## src/mx2_pkg.sv

```systemverilog
// ----------------------------------------------------------------------------
// mx2_pkg
// Shared types and codes for the 2x2 fixed-point matrix unit.
// ----------------------------------------------------------------------------
`default_nettype none

package mx2_pkg;

    localparam int FIELD_W = 32;

    typedef logic signed [FIELD_W-1:0] t_word;

    // Action codes of a request; code 7 behaves like read.
    typedef enum logic [2:0] {
        ACT_LOAD  = 3'd0,
        ACT_DIAG  = 3'd1,
        ACT_ADD   = 3'd2,
        ACT_SCALE = 3'd3,
        ACT_MUL   = 3'd4,
        ACT_INV   = 3'd5,
        ACT_READ  = 3'd6
    } t_action;

    typedef enum logic [2:0] {
        ST_IDLE,
        ST_MUL,
        ST_DLOAD,
        ST_DRUN,
        ST_OUT
    } t_state;

    // What the product sequence is computing.
    typedef enum logic [1:0] {
        MM_SCALE,
        MM_MATMUL,
        MM_DET
    } t_mmode;

    typedef struct packed {
        t_word val;
        logic  clip;
    } t_sat;

    // Serial divider request and response (unsigned magnitudes).
    typedef struct packed {
        logic                 start;
        logic [63:0]          num;
        logic [FIELD_W-1:0]   den;
    } t_div_req;

    typedef struct packed {
        logic        done;
        logic [63:0] quot;
    } t_div_rsp;

endpackage

`default_nettype wire

```

## src/mx2_div.sv

```systemverilog
// ----------------------------------------------------------------------------
// mx2_div
// Restoring radix-2 divider, 64-bit by 32-bit unsigned, one bit per cycle.
// ----------------------------------------------------------------------------
`default_nettype none

module mx2_div import mx2_pkg::*; (
    input  wire logic     i_clk,
    input  wire logic     i_rst_n,
    input  wire t_div_req i_req,
    output t_div_rsp      o_rsp
);

    logic [6:0]         r_cnt;
    logic               r_done;
    logic [FIELD_W:0]   r_rem;
    logic [63:0]        r_q;
    logic [FIELD_W-1:0] r_den;

    logic [FIELD_W:0]   rem_sh;
    logic               fits;

    assign rem_sh = {r_rem[FIELD_W-1:0], r_q[63]};
    assign fits   = rem_sh >= {1'b0, r_den};

    always_ff @(posedge i_clk) begin
        if (!i_rst_n) begin
            r_cnt  <= '0;
            r_done <= 1'b0;
        end else begin
            r_done <= (r_cnt == 7'd1);
            if (i_req.start) begin
                r_cnt <= 7'd64;
            end else if (r_cnt != 7'd0) begin
                r_cnt <= r_cnt - 7'd1;
            end
        end
    end

    always_ff @(posedge i_clk) begin
        if (i_req.start) begin
            r_q   <= i_req.num;
            r_rem <= '0;
            r_den <= i_req.den;
        end else if (r_cnt != 7'd0) begin
            r_rem <= fits ? rem_sh - {1'b0, r_den} : rem_sh;
            r_q   <= {r_q[62:0], fits};
        end
    end

    assign o_rsp.done = r_done;
    assign o_rsp.quot = r_q;

endmodule

`default_nettype wire

```

## config.mk

```make
export PLATFORM = sky130hd
export DESIGN_NAME = mx2_div
export DESIGN_NICKNAME = d
export VERILOG_FILES = /design/src/mx2_pkg.sv /design/src/mx2_div.sv
export SDC_FILE = /design/constraint.sdc
export NUM_CORES = 1
export LEC_CHECK = 0
export BUFFER_PORTS_ARGS = -buffer_cell sky130_fd_sc_hd__buf_2
export CORE_UTILIZATION = 50
export DETAILED_ROUTE_END_ITERATION = 8
export PLACE_DENSITY = 0.77
export SLEW_MARGIN = 20
export SYNTH_ARGS = -nofsm -noshare
export SYNTH_HDL_FRONTEND = slang
export SYNTH_SLANG_ARGS = --single-unit
```

## constraint.sdc

```tcl
create_clock -name i_clk -period 3.3 [get_ports i_clk]
set_clock_uncertainty 0.05 [all_clocks]
set_input_delay 0.33 -clock i_clk [delete_from_list [all_inputs] [get_ports i_clk]]
set_output_delay 0.33 -clock i_clk [all_outputs]
set_load 0.03 [all_outputs]
```

# [Word level (Yosys, flattened, before mapping)]
# Cells that the tools add are included.
[op_classes] add_sub_neg=2 magnitude_cmp=1 eq_ne=1 muxes=5 bitwise=1 reduce_logical=3
[op_table] cell="$mux W64" count=2
[op_table] cell="$ge A33 B32 Y1" count=1
[op_table] cell="$mux W32" count=1
[op_table] cell="$sub A32 B32 Y32" count=1
[op_table] cell="$mux W7" count=2
[op_table] cell="$eq A7 B1 Y1 const B" count=1
[op_table] cell="$reduce_bool A7 Y1" count=1
[op_table] cell="$sub A7 B1 Y7 const B" count=1
[op_table] cell="$reduce_bool A2 Y1" count=1
[op_table] cell="$reduce_or A2 Y1" count=1
[op_table] cell="$not A1 Y1" count=1
[word_totals] ff_bits=136 input_bits=99 out_inout_bits=65 word_cells=19

# [Longest topological paths before layout]
[depth] word_depth=3 mapped_depth=12 depth_no_buf=11

# [Worst setup path before layout]
# Ideal clock, no wire load.
[synth_path] path_kind="reg2reg" from="register r_cnt[2]" to="register r_q[0], enable pin" setup_ps=688 t_arrival_ps=2617 t_required_ps=2562 setup_slack_ps=-55 stages_incl_launch_ff=5 path_buffers=1 synth_period_minus_slack_ps=3355 path_cell_list="dfxtp_1 > or4_1 > nor3_1 > clkbuf_1 > nand2_1"
[synth_between] elab_chain_len=2
[synth_rtl] item="from (decl)" line="mx2_div.sv:14" rtl="logic [6:0] r_cnt;"
[synth_rtl] item="from (signal assigned)" line="mx2_div.sv:35" rtl="r_cnt <= r_cnt - 7'd1;"
[synth_rtl] item="$reduce_bool A7 Y1" line="mx2_div.sv:45" rtl="end else if (r_cnt != 7'd0) begin"
[synth_rtl] item="$reduce_bool A2 Y1 (no source line)"
[synth_rtl] item="to (signal assigned)" line="mx2_div.sv:42" rtl="r_q <= i_req.num;"
[synth_rtl] item="to (signal assigned)" line="mx2_div.sv:47" rtl="r_q <= {r_q[62:0], fits};"
[synth_rtl] item="to (decl)" line="mx2_div.sv:17" rtl="logic [63:0] r_q;"
# Every way passes these cells.
# A chain may end at the register's enable or synchronous reset.

# [Final worst setup path]
[layout_path] from="register r_den[1]" to="register r_rem[20]"
[layout_between] elab_chain_len=2 elab_cells_between_ends=3 cone_classes="1 x add/sub; 1 x order compare; 1 x mux"
[layout_rtl] item="from (decl)" line="mx2_div.sv:18" rtl="logic [FIELD_W-1:0] r_den;"
[layout_rtl] item="from (signal assigned)" line="mx2_div.sv:44" rtl="r_den <= i_req.den;"
[layout_rtl] item="$sub A32 B32 Y32 or $ge A33 B32 Y1 (tied branches)" line="mx2_div.sv:46, mx2_div.sv:24"
[layout_rtl] item="$mux W32 (*)" line="mx2_div.sv:46" rtl="r_rem <= fits ? rem_sh - {1'b0, r_den} : rem_sh;"
[layout_rtl] item="to (signal assigned)" line="mx2_div.sv:46"
[layout_rtl] item="to (decl)" line="mx2_div.sv:16" rtl="logic [FIELD_W:0] r_rem;"
# Every way passes the cells marked *; elsewhere a longest branch is shown, timed or not.

==> metrics.csv <==
metric,value,unit
min-delay-start,i_req[2],
grt_max_degree,68,
synth_nets,837,
timing.fmax,0.343,GHz
grt_pass1_wl,30.1,mm
clock_path_buffers,2,
synth_edf_count,96,
vias_per_cell,5.80,
postCtsSetupRepairBufs,0,
min_path_cells,1,
place_congestion,0.932,
fillers,1209,
clkPwrFrac,0.239,
antenna_found_initial,0,
avgSynthCellArea,10.8,um2
clk_latency,430,ps
synth_most_common_cell,edfxtp_1,
switching_share,0.407,
grt_pass1_vias,6197,
start_util,0.518,
power.combinational.fraction,0.432,
grt.overflow.total,0,
path_class,reg -> reg,
cts_buffers,17,
ys_seq_area_frac,0.483,
fin_nets,993,
clock_sinks,136,
coreArea,0.0147,mm2
ys_warn_count,0,
leakage,4.04,nW
worst_setup_path_end_kind,flop,
cts_tree,yes,
layout-drive-gt1-share,0.335,
switchingPower,3.39,mW
drc,0,
dp_hpwl,13.3,mm
h-tree-depth,4,
holdPathEnd,r_den[2]$_DFFE_PP_,
r2r-start,r_den[1]$_DFFE_PP_,
synth_cell_types,67,
wire_per_inst,17.5,um
syn_area,0.00762,mm2
die_h,125,um
cts_resized,0,
multi_input_comb_area,0.00360,mm2
async_flop_share,0,
total_power,8.33,mW
r2r_setup_slack,380,ps
cts-hold-fix-buffers,0,
tightest_slew,850,ps
status,finished clean,
ir_drop,0.566,mV
vias,6124,
post-route-period-util,0.884,
num_io_pins,164,
path_max_fanout,27,
dieArea,0.0157,mm2
cts-root-buf,clkbuf_16,
r2r-end,r_rem[20]$_SDFFE_PP0P_,
drv_slew,0,
clk_pin_slew,70,ps
dr.pass1.iters,7,
pre_cts_ws,433,ps
finalSetupTns,0,ps
drtIter0Drc,381,
synthTopCellsByCount,"96 x edfxtp_1, 65 x mux2_2, 56 x nor2_1, 40 x dfxtp_1, 40 x inv_1",
fin_crit,2920,ps
hold_path_class,in -> reg,
worstSetupStartpointType,flop,
power_density,905,mW/mm2
row_count,44,
syn_inst,703,
grt.total_usage,0.243,
critical_path_required,3510,ps
slew_headroom,0.434,
drv_cap,0,
finalWirelength,18.5,mm
regArea,0.00368,mm2
ys_top_cells_by_area,"edfxtp_1 38%, dfxtp_1 11%, mux2_2 9.6%",
numPortBuffers,163,
arrival,3130,ps
fp.dieW,125,um
intPower,4.94,mW
worst-r2r-cell-count,10,
whs,26.5,ps
yosysTopAreaCell,edfxtp_1,
final-hold-violation-count,0,
antennaDiodeCount,0,
synthToLayoutAreaGrowth,20.8,%
antenna_left,0,
finalSetupViolCount,0,
setup_slack,383,ps
synth.top_cell.area_share,0.378,
synthFlopType,edfxtp_1,
p_seq_frac,0.329,
rsz0062_at_grt,false,
fin_util,0.626,
ys_ff_latch,136,
## final cells by class
type / count / share of cell area
flip-flops and latches: 136 / 0.400
inverters: 41 / 0.0167
clock inverters: 14 / 0.0202
well taps: 184 / 0.0250
clock buffers: 18 / 0.0466
repair buffers: 176 / 0.101
multi-input cells: 487 / 0.391
## per-layer routing
metal  wire length, um  vias to the layer above  track usage  part of all wire
li1                  -                     2950            -                 -
met1              7710                     2896        0.285              0.42
met2              9010                      241        0.412              0.49
met3              1380                       37       0.0804             0.075
met4               423                        0       0.0925             0.023
met5                 0                        -            0                 0
## per-stage QoR
step / cell area [um2] / std cells
after floorplan: 7620 / 703
after global placement: 8590 / 1024
after detailed placement: 8590 / 1024
after CTS: 9210 / 1056
after global routing: 9210 / 1056
final: 9210 / 1056
## layout by cell type (no fill, tap or decap), types with 3 or more instances in the layout
cell type / instances
and3_1: 11
o21ai_1: 20
mux2i_1: 5
or3_1: 3
inv_1: 40
buf_2: 162
nor2_1: 56
bufinv_16: 3
o311ai_1: 3
buf_4: 13
a21o_1: 18
a21oi_1: 34
nand4_1: 4
nor2b_1: 3
nand2b_1: 4
nor3_1: 10
a211oi_1: 7
a31oi_1: 11
mux2_2: 65
dfxtp_1: 40
a311oi_1: 20
nand2_1: 37
and4_1: 3
nand3_1: 25
o21ai_0: 23
o31ai_1: 6
and2_1: 3
edfxtp_1: 96
ha_1: 34
clkbuf_16: 17
o211ai_1: 8
o21a_1: 5
xor2_1: 11
clkinv_4: 3
xnor2_1: 18
inv_6: 4
## cell families (layout without fill, tap and decap cells)
kind of cell	count (synthesis)	in the layout	synth area share
and+or+nand+nor	171	171	0.108
DFF	136	136	0.483
AOI/OAI and AO/OA	182	182	0.168
xor gates and xnor gates	29	29	0.0333
adders and majority gates	35	35	0.0585
muxes	70	70	0.103
buffers and inverters	80	249	0.0460
## how the worst max path moves through the flow
| stage | startpoint | endpoint | slack [ps] | cells after the start |
|---|---|---|---|---|
| 3_5_place_dp | r_den[1]$_DFFE_PP_ | r_rem[20]$_SDFFE_PP0P_ | 430 | 10 |
| 5_1_grt | r_den[1]$_DFFE_PP_ | r_rem[14]$_SDFFE_PP0P_ | 180 | 11 |
| 4_1_cts | r_den[1]$_DFFE_PP_ | r_rem[20]$_SDFFE_PP0P_ | 410 | 10 |
| 6_report | r_den[1]$_DFFE_PP_ | r_rem[20]$_SDFFE_PP0P_ | 380 | 10 |
| 3_3_place_gp | r_den[1]$_DFFE_PP_ | r_rem[20]$_SDFFE_PP0P_ | 510 | 10 |
| 2_1_floorplan | r_cnt[2]$_SDFFE_PP0P_ | r_q[0]$_DFFE_PP_ | 570 | 4 |
## power groups by stage
stage	clock, mW	sequential, mW	combinational (mW)
after CTS	2.02	2.74	3.57
after detailed placement	0	2.76	3.56
final	1.99	2.74	3.60
after global placement	0	2.75	3.52
after floorplan	0	3.27	2.11
after global routing	2.08	2.80	3.89
## registers in the layout, summed over array words and instances, names as in the netlist
signal and count:
r_done 1, r_cnt 7, r_q 64, r_den 32, r_rem 32
## critical path, cell delays in order, from the launching register on
cell and delay, ps:
edfxtp_1 420, inv_1 80, ha_1 230, nor2b_4 130, o2111ai_1 330, a21oi_2 140, o41ai_4 410, a211oi_4 140
o211a_4 360, nor2_1 310, o32ai_1 140
Note: power is estimated with default switching activity, not from simulation.
